--- src/rtl/mwsd_pkg.sv ---
// ----------------------------------------------------------------------------
// mwsd_pkg
// Shared types and constants of the moving window standard deviation block:
// sequencer states, command and status bundles, field widths.
// ----------------------------------------------------------------------------
package mwsd_pkg;

    // field widths of the stream payload
    localparam int SAMPLE_W  = 16;
    localparam int STD_W     = 15;
    localparam int COUNT_W   = 5;
    localparam int IN_DATA_W  = 16;
    localparam int OUT_DATA_W = 24;

    // default window length
    localparam int WINDOW_DEF = 25;

    // sequencer states
    typedef enum logic [3:0] {
        ST_IDLE,
        ST_READ,
        ST_SQUARE,
        ST_UPDATE,
        ST_MULT,
        ST_SUB,
        ST_SQRT,
        ST_DIV_INIT,
        ST_DIV,
        ST_DONE
    } t_state;

    // commands from controller to datapath
    typedef struct packed {
        logic load;
        logic ring_access;
        logic square;
        logic update;
        logic mult;
        logic sub;
        logic sqrt_step;
        logic div_init;
        logic div_step;
        logic emit;
    } t_cmd;

    // status from datapath to controller
    typedef struct packed {
        logic out_free;
    } t_status;

endpackage

--- src/rtl/mwsd_ctrl.sv ---
// ----------------------------------------------------------------------------
// mwsd_ctrl
// Sequencer: steps one sample through ring access, sum update, variance
// numerator, iterative square root and iterative division by the count.
// ----------------------------------------------------------------------------
module mwsd_ctrl #(
    parameter int WINDOW = mwsd_pkg::WINDOW_DEF
) (
    input  logic              i_clk,
    input  logic              i_rst_n,
    input  logic              i_in_valid,
    output logic              o_in_ready,
    input  mwsd_pkg::t_status i_status,
    output mwsd_pkg::t_cmd    o_cmd
);
    import mwsd_pkg::*;

    localparam int CW   = $clog2(WINDOW + 1);
    localparam int RW   = (32 + 2 * CW) / 2;
    localparam int ITW  = $clog2(RW);

    t_state           r_state, n_state;
    logic [ITW-1:0]   r_iter, n_iter;

    // state and iteration counter registers
    always_ff @(posedge i_clk) begin
        if (!i_rst_n) begin
            r_state <= ST_IDLE;
            r_iter  <= '0;
        end else begin
            r_state <= n_state;
            r_iter  <= n_iter;
        end
    end

    // next state
    always_comb begin
        n_state = r_state;
        n_iter  = r_iter;
        case (r_state)
            ST_IDLE: begin
                if (i_in_valid) n_state = ST_READ;
            end
            ST_READ:   n_state = ST_SQUARE;
            ST_SQUARE: n_state = ST_UPDATE;
            ST_UPDATE: n_state = ST_MULT;
            ST_MULT:   n_state = ST_SUB;
            ST_SUB: begin
                n_state = ST_SQRT;
                n_iter  = ITW'(RW - 1);
            end
            ST_SQRT: begin
                if (r_iter == '0) begin
                    n_state = ST_DIV_INIT;
                end else begin
                    n_iter = r_iter - 1'b1;
                end
            end
            ST_DIV_INIT: begin
                n_state = ST_DIV;
                n_iter  = ITW'(RW - 1);
            end
            ST_DIV: begin
                if (r_iter == '0) begin
                    n_state = ST_DONE;
                end else begin
                    n_iter = r_iter - 1'b1;
                end
            end
            ST_DONE: begin
                if (i_status.out_free) n_state = ST_IDLE;
            end
            default: n_state = ST_IDLE;
        endcase
    end

    // command outputs
    always_comb begin
        o_cmd       = '0;
        o_in_ready  = 1'b0;
        case (r_state)
            ST_IDLE: begin
                o_in_ready = 1'b1;
                o_cmd.load = i_in_valid;
            end
            ST_READ:     o_cmd.ring_access = 1'b1;
            ST_SQUARE:   o_cmd.square      = 1'b1;
            ST_UPDATE:   o_cmd.update      = 1'b1;
            ST_MULT:     o_cmd.mult        = 1'b1;
            ST_SUB:      o_cmd.sub         = 1'b1;
            ST_SQRT:     o_cmd.sqrt_step   = 1'b1;
            ST_DIV_INIT: o_cmd.div_init    = 1'b1;
            ST_DIV:      o_cmd.div_step    = 1'b1;
            ST_DONE:     o_cmd.emit        = i_status.out_free;
            default:     o_cmd             = '0;
        endcase
    end

endmodule

--- src/rtl/mwsd_datapath.sv ---
// ----------------------------------------------------------------------------
// mwsd_datapath
// Sample ring, running sums, variance numerator, digit-by-digit square root,
// restoring division by the count, and the result register.
// ----------------------------------------------------------------------------
module mwsd_datapath #(
    parameter int WINDOW = mwsd_pkg::WINDOW_DEF
) (
    input  logic                          i_clk,
    input  logic                          i_rst_n,
    input  mwsd_pkg::t_cmd                i_cmd,
    output mwsd_pkg::t_status             o_status,
    input  logic [mwsd_pkg::SAMPLE_W-1:0] i_sample,
    output logic                          o_out_valid,
    input  logic                          i_out_ready,
    output logic [mwsd_pkg::STD_W-1:0]    o_std_dev,
    output logic [mwsd_pkg::COUNT_W-1:0]  o_window_count
);
    import mwsd_pkg::*;

    localparam int CW  = $clog2(WINDOW + 1);
    localparam int SW  = (WINDOW > 1) ? $clog2(WINDOW) : 1;
    localparam int S1W = SAMPLE_W + CW;
    localparam int S2W = 2 * SAMPLE_W + CW;
    localparam int VW  = 2 * SAMPLE_W + 2 * CW;
    localparam int RW  = VW / 2;

    // sample ring
    logic [SAMPLE_W-1:0] r_ring [WINDOW];

    logic [SW-1:0]       r_slot;
    logic [CW-1:0]       r_fill;
    logic                r_full;
    logic [S1W-1:0]      r_sum;
    logic [S2W-1:0]      r_sq_sum;
    logic [SAMPLE_W-1:0] r_sample;
    logic [SAMPLE_W-1:0] r_old;
    logic [2*SAMPLE_W-1:0] r_old_sq;
    logic [2*SAMPLE_W-1:0] r_new_sq;
    logic [VW-1:0]       r_prod;
    logic [VW-1:0]       r_s1_sq;
    logic [VW-1:0]       r_v;
    logic [RW-1:0]       r_root;
    logic [RW:0]         r_rem;
    logic [RW-1:0]       r_quot;
    logic [CW-1:0]       r_drem;
    logic                r_out_valid;
    logic [STD_W-1:0]    r_std_dev;
    logic [COUNT_W-1:0]  r_count;

    logic [SW-1:0]       n_slot_eff;
    logic [SW:0]         n_slot_inc;
    logic [RW+2:0]       n_rem_try;
    logic [RW+2:0]       n_trial;
    logic [CW:0]         n_div_try;
    logic [CW+COUNT_W-1:0] n_count_ext;

    // slot wrap guard and increment, square root and division trial values, count extension
    always_comb begin
        n_slot_eff  = (32'(r_slot) >= WINDOW) ? '0 : r_slot;
        n_slot_inc  = {1'b0, n_slot_eff} + 1'b1;
        n_rem_try   = {r_rem, r_v[VW-1:VW-2]};
        n_trial     = {1'b0, r_root, 2'b01};
        n_div_try   = {r_drem, r_quot[RW-1]};
        n_count_ext = {{COUNT_W{1'b0}}, r_fill};
    end

    // control registers: ring pointer, fill count, running sums, result valid
    always_ff @(posedge i_clk) begin
        if (!i_rst_n) begin
            r_slot      <= '0;
            r_fill      <= '0;
            r_sum       <= '0;
            r_sq_sum    <= '0;
            r_out_valid <= 1'b0;
        end else begin
            if (i_cmd.load) begin
                r_slot <= (32'(n_slot_inc) >= WINDOW) ? '0 : n_slot_inc[SW-1:0];
                if (32'(r_fill) >= WINDOW) begin
                    r_fill <= CW'(WINDOW);
                end else begin
                    r_fill <= r_fill + 1'b1;
                end
            end
            if (i_cmd.update) begin
                r_sum    <= r_sum - S1W'(r_old) + S1W'(r_sample);
                r_sq_sum <= r_sq_sum - S2W'(r_old_sq) + S2W'(r_new_sq);
            end
            if (i_cmd.emit) begin
                r_out_valid <= 1'b1;
            end else if (i_out_ready) begin
                r_out_valid <= 1'b0;
            end
        end
    end

    // ring write and registered read of the oldest sample
    logic [SW-1:0] r_acc_slot;
    always_ff @(posedge i_clk) begin
        if (i_cmd.load) begin
            r_acc_slot <= n_slot_eff;
            r_sample   <= i_sample;
            r_full     <= (32'(r_fill) >= WINDOW);
        end
        if (i_cmd.ring_access) begin
            r_old <= r_full ? r_ring[r_acc_slot] : '0;
            r_ring[r_acc_slot] <= r_sample;
        end
    end

    // squares, variance numerator, square root and division
    always_ff @(posedge i_clk) begin
        if (i_cmd.square) begin
            r_old_sq <= r_old * r_old;
            r_new_sq <= r_sample * r_sample;
        end
        if (i_cmd.mult) begin
            r_prod  <= VW'(r_fill) * VW'(r_sq_sum);
            r_s1_sq <= VW'(r_sum) * VW'(r_sum);
        end
        if (i_cmd.sub) begin
            r_v    <= (r_prod >= r_s1_sq) ? (r_prod - r_s1_sq) : '0;
            r_root <= '0;
            r_rem  <= '0;
        end
        if (i_cmd.sqrt_step) begin
            r_v <= {r_v[VW-3:0], 2'b00};
            if (n_rem_try >= n_trial) begin
                r_rem  <= (RW+1)'(n_rem_try - n_trial);
                r_root <= {r_root[RW-2:0], 1'b1};
            end else begin
                r_rem  <= (RW+1)'(n_rem_try);
                r_root <= {r_root[RW-2:0], 1'b0};
            end
        end
        if (i_cmd.div_init) begin
            r_quot <= r_root;
            r_drem <= '0;
        end
        if (i_cmd.div_step) begin
            if (n_div_try >= {1'b0, r_fill}) begin
                r_drem <= CW'(n_div_try - {1'b0, r_fill});
                r_quot <= {r_quot[RW-2:0], 1'b1};
            end else begin
                r_drem <= n_div_try[CW-1:0];
                r_quot <= {r_quot[RW-2:0], 1'b0};
            end
        end
        if (i_cmd.emit) begin
            r_std_dev <= r_quot[STD_W-1:0];
            r_count   <= n_count_ext[COUNT_W-1:0];
        end
    end

    // outputs
    assign o_status.out_free = !r_out_valid || i_out_ready;
    assign o_out_valid       = r_out_valid;
    assign o_std_dev         = r_std_dev;
    assign o_window_count    = r_count;

endmodule

--- src/rtl/moving_window_std_dev_top.sv ---
// ----------------------------------------------------------------------------
// moving_window_std_dev_top
// Moving window population standard deviation over the last WINDOW samples.
//
//   channel    dir   payload (tdata, lowest bit first)
//   s_axis     in    [15:0] sample
//   m_axis     out   [14:0] std_dev, [19:15] window_count, [23:20] zero
//
// The result of a sample is set by the square root and the division over RW = 16 + clog2(WINDOW+1)
// (21 at WINDOW 25) bits, one bit per cycle.
// A new sample is taken only after the previous one has left the sequencer.
// Reset clears the ring pointer, fill count and sums; the ring needs no clearing.
// A stalled result waits in the output register while the next sample is taken.
// ----------------------------------------------------------------------------
module moving_window_std_dev_top #(
    parameter int WINDOW = mwsd_pkg::WINDOW_DEF
) (
    input  logic                            i_clk,
    input  logic                            i_rst_n,
    input  logic                            i_s_axis_tvalid,
    output logic                            o_s_axis_tready,
    input  logic [mwsd_pkg::IN_DATA_W-1:0]  i_s_axis_tdata,  // sample
    output logic                            o_m_axis_tvalid,
    input  logic                            i_m_axis_tready,
    output logic [mwsd_pkg::OUT_DATA_W-1:0] o_m_axis_tdata   // std_dev, window_count
);
    import mwsd_pkg::*;

    t_cmd               w_cmd;
    t_status            w_status;
    logic [STD_W-1:0]   w_std_dev;
    logic [COUNT_W-1:0] w_count;

    // sequencer
    mwsd_ctrl #(
        .WINDOW (WINDOW)
    ) u_ctrl (
        .i_clk      (i_clk),
        .i_rst_n    (i_rst_n),
        .i_in_valid (i_s_axis_tvalid),
        .o_in_ready (o_s_axis_tready),
        .i_status   (w_status),
        .o_cmd      (w_cmd)
    );

    // datapath
    mwsd_datapath #(
        .WINDOW (WINDOW)
    ) u_datapath (
        .i_clk          (i_clk),
        .i_rst_n        (i_rst_n),
        .i_cmd          (w_cmd),
        .o_status       (w_status),
        .i_sample       (i_s_axis_tdata[SAMPLE_W-1:0]),
        .o_out_valid    (o_m_axis_tvalid),
        .i_out_ready    (i_m_axis_tready),
        .o_std_dev      (w_std_dev),
        .o_window_count (w_count)
    );

    // result packing
    assign o_m_axis_tdata = {{(OUT_DATA_W - STD_W - COUNT_W){1'b0}}, w_count, w_std_dev};

endmodule
--- config.mk ---
export PLATFORM = sky130hd
export DESIGN_NAME = moving_window_std_dev_top
export DESIGN_NICKNAME = d
export VERILOG_FILES = /design/src/rtl/mwsd_pkg.sv /design/src/rtl/mwsd_ctrl.sv /design/src/rtl/mwsd_datapath.sv /design/src/rtl/moving_window_std_dev_top.sv
export SDC_FILE = /design/constraint.sdc
export NUM_CORES = 2
export LEC_CHECK = 0
export ABC_AREA = 0
export BUFFER_PORTS_ARGS = -buffer_cell sky130_fd_sc_hd__buf_4
export CAP_MARGIN = 40
export CORE_MARGIN = 2
export CORE_UTILIZATION = 60
export CTS_CLUSTER_SIZE = 12
export DETAILED_ROUTE_END_ITERATION = 7
export PLACE_DENSITY = 0.75
export SLEW_MARGIN = 30
export SYNTH_ARGS = -nofsm -noshare
export SYNTH_HDL_FRONTEND = slang
export SYNTH_SLANG_ARGS = --single-unit
export TNS_END_PERCENT = 10
--- constraint.sdc ---
create_clock -name i_clk -period 14.8 [get_ports i_clk]
set_clock_uncertainty 0.05 [all_clocks]
set_input_delay 0.74 -clock i_clk [delete_from_list [all_inputs] [get_ports i_clk]]
set_output_delay 0.74 -clock i_clk [all_outputs]
set_load 0.05 [all_outputs]
==> impl_metrics.xml <==
<?xml version="1.0" encoding="UTF-8"?>
<metrics>
  <group name="setup_path">
    <metric name="critical-path-top-cell-by-count" unit="">fa_1</metric>
    <metric name="critical-path-max-stage-delay" unit="ns">0.75</metric>
    <metric name="worst_ep_required_time" unit="ns">15.15</metric>
    <metric name="path_cells" unit="">clkinv_1 &gt; nor2_1 &gt; fa_1 &gt; inv_1 &gt; fa_1 &gt; fa_1 &gt; fa_1 &gt; inv_1 &gt; fa_1 &gt; fa_1 &gt; inv_1 &gt; fa_1 &gt; inv_1 &gt; ha_1 &gt; and3_1 &gt; nand2_1 &gt; or3_1 &gt; or3_1 &gt; a31o_2 &gt; a211o_1 &gt; o21ba_2 &gt; a21oi_1 &gt; nor2_1 &gt; xnor2_1</metric>
    <metric name="worstPathArrival" unit="ns">8.58</metric>
    <metric name="critical_path_buf_inv_count" unit="">5</metric>
    <metric name="cp-end-kind" unit="">register</metric>
    <metric name="worst-path-max-fanout" unit="">16</metric>
    <metric name="critical-path-slowest-cell" unit="">dfxtp_1</metric>
    <metric name="timing_worst_setup_path_type" unit="">reg2reg</metric>
    <metric name="path_delay_family" unit="">adder cells</metric>
    <metric name="crit_path_start_kind" unit="">register</metric>
  </group>
  <group name="routing">
    <metric name="m1WireLength" unit="mm">66.4</metric>
    <metric name="drt_wl_total" unit="mm">164</metric>
    <metric name="maxUsedRoutingLayer" unit="">met5</metric>
    <metric name="drtIter0Drc" unit="">4032</metric>
    <metric name="post-route-drc-count" unit="">0</metric>
    <metric name="detail-route-antenna-nets" unit="">0</metric>
    <metric name="wire_per_inst" unit="µm">20.8</metric>
    <metric name="detailedRoute.firstPassIterationCount" unit="">6</metric>
    <metric name="vias_per_cell" unit="">5.81</metric>
    <metric name="route.met2.wl" unit="mm">79.3</metric>
    <metric name="route.met3.wl" unit="mm">12.0</metric>
    <metric name="routed_vias" unit="">45900</metric>
  </group>
  <group name="floorplanning">
    <metric name="die_area" unit="mm²">0.117</metric>
    <metric name="core" unit="mm²">0.113</metric>
    <metric name="initial_core_util" unit="">0.606</metric>
    <metric name="die_height" unit="µm">342</metric>
    <metric name="row_count" unit="">123</metric>
    <metric name="dieWidth" unit="µm">342</metric>
    <metric name="floorplan.io_pins" unit="">46</metric>
  </group>
  <group name="run">
    <metric name="max_cap_viol_count" unit="">0</metric>
  </group>
  <group name="cells_and_area">
    <metric name="post-route-cell-area" unit="mm²">0.0735</metric>
    <metric name="mostFrequentLayoutCell" unit="">inv_1</metric>
    <metric name="antenna_cells_inserted" unit="">0</metric>
    <metric name="numnets_final" unit="">7696</metric>
    <metric name="syn2layout_area_growth" unit="%">7.50</metric>
    <metric name="layout.cells.most_common_list" unit="">inv_1, fa_1, edfxtp_1</metric>
    <metric name="layout_cell_share_with_drive_strength_beyond_1" unit="">0.0646</metric>
  </group>
  <group name="logic_synthesis">
    <metric name="postSynthAreaPerCell" unit="µm²">10.8</metric>
    <metric name="dominantRegCellSynth" unit="">edfxtp_1</metric>
    <metric name="synth_area_leaders" unit="">edfxtp_1, fa_1, ha_1</metric>
    <metric name="yosysUniqueCellTypes" unit="">84</metric>
    <metric name="synthDominantCellAreaShare" unit="">0.313</metric>
    <metric name="yosys_warnings" unit="">0</metric>
    <metric name="ys_ff_latch" unit="">792</metric>
    <metric name="postSynthCellCount" unit="">6320</metric>
    <metric name="synth_enable_flop_cells" unit="">712</metric>
    <metric name="synthArstFlopShare" unit="">0</metric>
    <metric name="syn_area" unit="mm²">0.0684</metric>
    <metric name="synth_sequential_area_ratio" unit="">0.336</metric>
    <metric name="netlist.top_cell.by_area" unit="">edfxtp_1</metric>
  </group>
  <group name="clock_tree">
    <metric name="clock_tree_sinks" unit="">792</metric>
    <metric name="clk_pin_slew" unit="ns">0.07</metric>
    <metric name="cts_root_buf" unit="">clkbuf_16</metric>
    <metric name="cts_tree" unit="">done</metric>
    <metric name="clock_tree.buffer_depth" unit="">3</metric>
    <metric name="cts_setup_buffers" unit="">0</metric>
    <metric name="post_cts_resized" unit="">0</metric>
    <metric name="cts_max_level" unit="">3</metric>
    <metric name="clkLatencyLatePin" unit="ns">0.70</metric>
    <metric name="cts-buffers-inserted" unit="">87</metric>
    <metric name="cts_hold_repair.buffers" unit="">0</metric>
  </group>
  <group name="sta">
    <metric name="final.setup.tns" unit="ns">0</metric>
    <metric name="final-max-slew-violation-count" unit="">0</metric>
    <metric name="relative_slew_margins" unit="">0.383</metric>
    <metric name="post-route-min-period" unit="ns">8.23</metric>
    <metric name="achievable_frequency" unit="MHz">121</metric>
    <metric name="setup_viol_count_final" unit="">0</metric>
    <metric name="tightestPinTransition" unit="ns">0.925</metric>
    <metric name="fin_crit_sh" unit="">0.556</metric>
    <metric name="unrepaired_setup_endpoints_after_global_routing" unit="">no</metric>
    <metric name="final_hold_violation_count" unit="">0</metric>
  </group>
  <group name="global_route">
    <metric name="overall_track_demand_over_capacity_in_global_routing" unit="">0.289</metric>
    <metric name="maximum_number_of_pins_on_one_net_before_global_route_repair" unit="">101</metric>
    <metric name="grt.overflow.total" unit="">0</metric>
    <metric name="grt_first_pass_wirelength" unit="mm">261</metric>
    <metric name="antenna_found_initial" unit="">1</metric>
    <metric name="grt_pass1_vias" unit="">47600</metric>
  </group>
  <group name="placed_design">
    <metric name="cell_area_reported_after_detailed_placement" unit="mm²">0.0707</metric>
    <metric name="place.detailed.hpwl" unit="mm">124</metric>
    <metric name="place_congestion" unit="">0.935</metric>
    <metric name="number_of_buffers_added_on_ports" unit="">41</metric>
  </group>
  <group name="min_path">
    <metric name="min-delay-path-class" unit="">in2reg</metric>
  </group>
  <group name="outcome">
    <metric name="status" unit="">finished, final reports clean</metric>
  </group>
  <group name="power">
    <metric name="p_leak" unit="nW">34.0</metric>
    <metric name="power.ir.vdd_worst" unit="µV">336</metric>
    <metric name="power.density_cell_area" unit="mW/mm²">174</metric>
  </group>
</metrics>
## per-layer routing
layer,vias to the layer above,GRT usage
li1,20800,-
met1,23000,0.386
met2,1746,0.479
met3,335,0.0452
met4,2,0.113
met5,-,0
## power by group
group          total (W)  internal (W)  switching, W  leakage, nW
Clock            0.00207       0.00115      0.000923         1.29
Combinational    0.00768       0.00327       0.00441         25.6
Sequential       0.00301       0.00292     0.0000894         7.09
## kinds of logic (layout without fill, tap and decap cells)
group / count (synthesis) / after routing / synth area share
fa+ha+maj: 1331 / 1331 / 0.330
other cells: 1 / 4 / 0.0000548
xor+xnor: 258 / 258 / 0.0330
mux: 139 / 139 / 0.0380
buf+inv: 1468 / 1542 / 0.0813
flops: 792 / 792 / 0.336
compound gates: 873 / 873 / 0.0841
simple gates: 1458 / 1458 / 0.0971
## registers in the layout, indices dropped and copies added, names as in the netlist, 15 cells and up
signal and count:
u_datapath.r_s1_sq 41, u_datapath.r_sq_sum 37, u_datapath.r_old_sq 31, u_datapath.r_quot 21, u_datapath.r_rem 22, u_datapath.r_old 16, u_datapath.r_prod 42, u_datapath.r_new_sq 31
u_datapath.r_v 42, u_datapath.r_root 21, u_datapath.r_sample 16, u_datapath.r_ring 400, u_datapath.o_std_dev 15, u_datapath.r_sum 21
## cells in the mapped netlist, types with 35 or more instances
master    instances
mux4_2           96
o21a_1           36
a21o_1          123
nand3_1          61
mux2i_1          38
and2_1          156
nor2_1          444
edfxtp_1        712
clkbuf_1        153
xor2_1           94
xnor2_1         164
nand2b_1         35
a22o_1           47
nor3_1           64
fa_1            791
o21ai_0         177
a21oi_1         235
inv_1          1258
ha_1            540
nor2b_1          50
nand2_1         519
dfxtp_1          80
## worst reg2reg max path, cell delays in order (launching register included)
cell      delay [ns]
dfxtp_1         0.75
clkinv_1        0.66
nor2_1          0.42
fa_1            0.46
inv_1           0.09
fa_1            0.45
fa_1            0.50
fa_1            0.54
inv_1           0.05
fa_1            0.45
fa_1            0.49
inv_1           0.05
fa_1            0.47
inv_1           0.04
ha_1            0.35
and3_1          0.22
nand2_1         0.08
or3_1           0.38
or3_1           0.36
a31o_2          0.30
a211o_1         0.30
o21ba_2         0.22
a21oi_1         0.12
nor2_1          0.06
xnor2_1         0.11
## path summary, 6_finish.rpt
| check | start | end | slack (ns) | cells past startpoint |
|---|---|---|---|---|
| worst max-delay path | u_datapath.r_sum[7] | u_datapath.r_s1_sq[40] | 6.57 | 24 |
| worst min-delay path | i_s_axis_tdata[0] | u_datapath.r_sample[0] | 0.18 | 1 |
| worst max register to register | u_datapath.r_sum[7] | u_datapath.r_s1_sq[40] | 6.57 | 24 |
| worst min register to register | u_datapath.r_quot[4] | u_datapath.o_std_dev[4] | 0.40 | 0 |
## layout make-up
class                           instances  area (µm²)
Clock buffer                          108        2310
Clock inverter                         33         373
Fill cell                            8544       39300
Inverter                             1274        4780
Multi-Input combinational cell       4063       40000
Sequential cell                       792       23000
Tap cell                             1500        1880
Timing Repair Buffer                  127        1150
## stage by stage
stage | instances | util | total power, W | setup slack [ns] | hold WS [ns]
finish | 7897 | 0.652 | 0.0128 | 6.57 | 0.179
global route | 7897 | 0.652 | 0.0139 | 6.18 | 0.167
CTS | 7885 | 0.650 | 0.0127 | 6.61 | 0.151
detailed placement | 7744 | 0.626 | 0.0106 | 6.57 | 0.386
global placement | 7730 | 0.624 | 0.0104 | 6.68 | 0.380
floorplan | 6323 | - | 0.00894 | 7.57 | 0.369
Note: power is estimated with default switching activity, not from simulation.
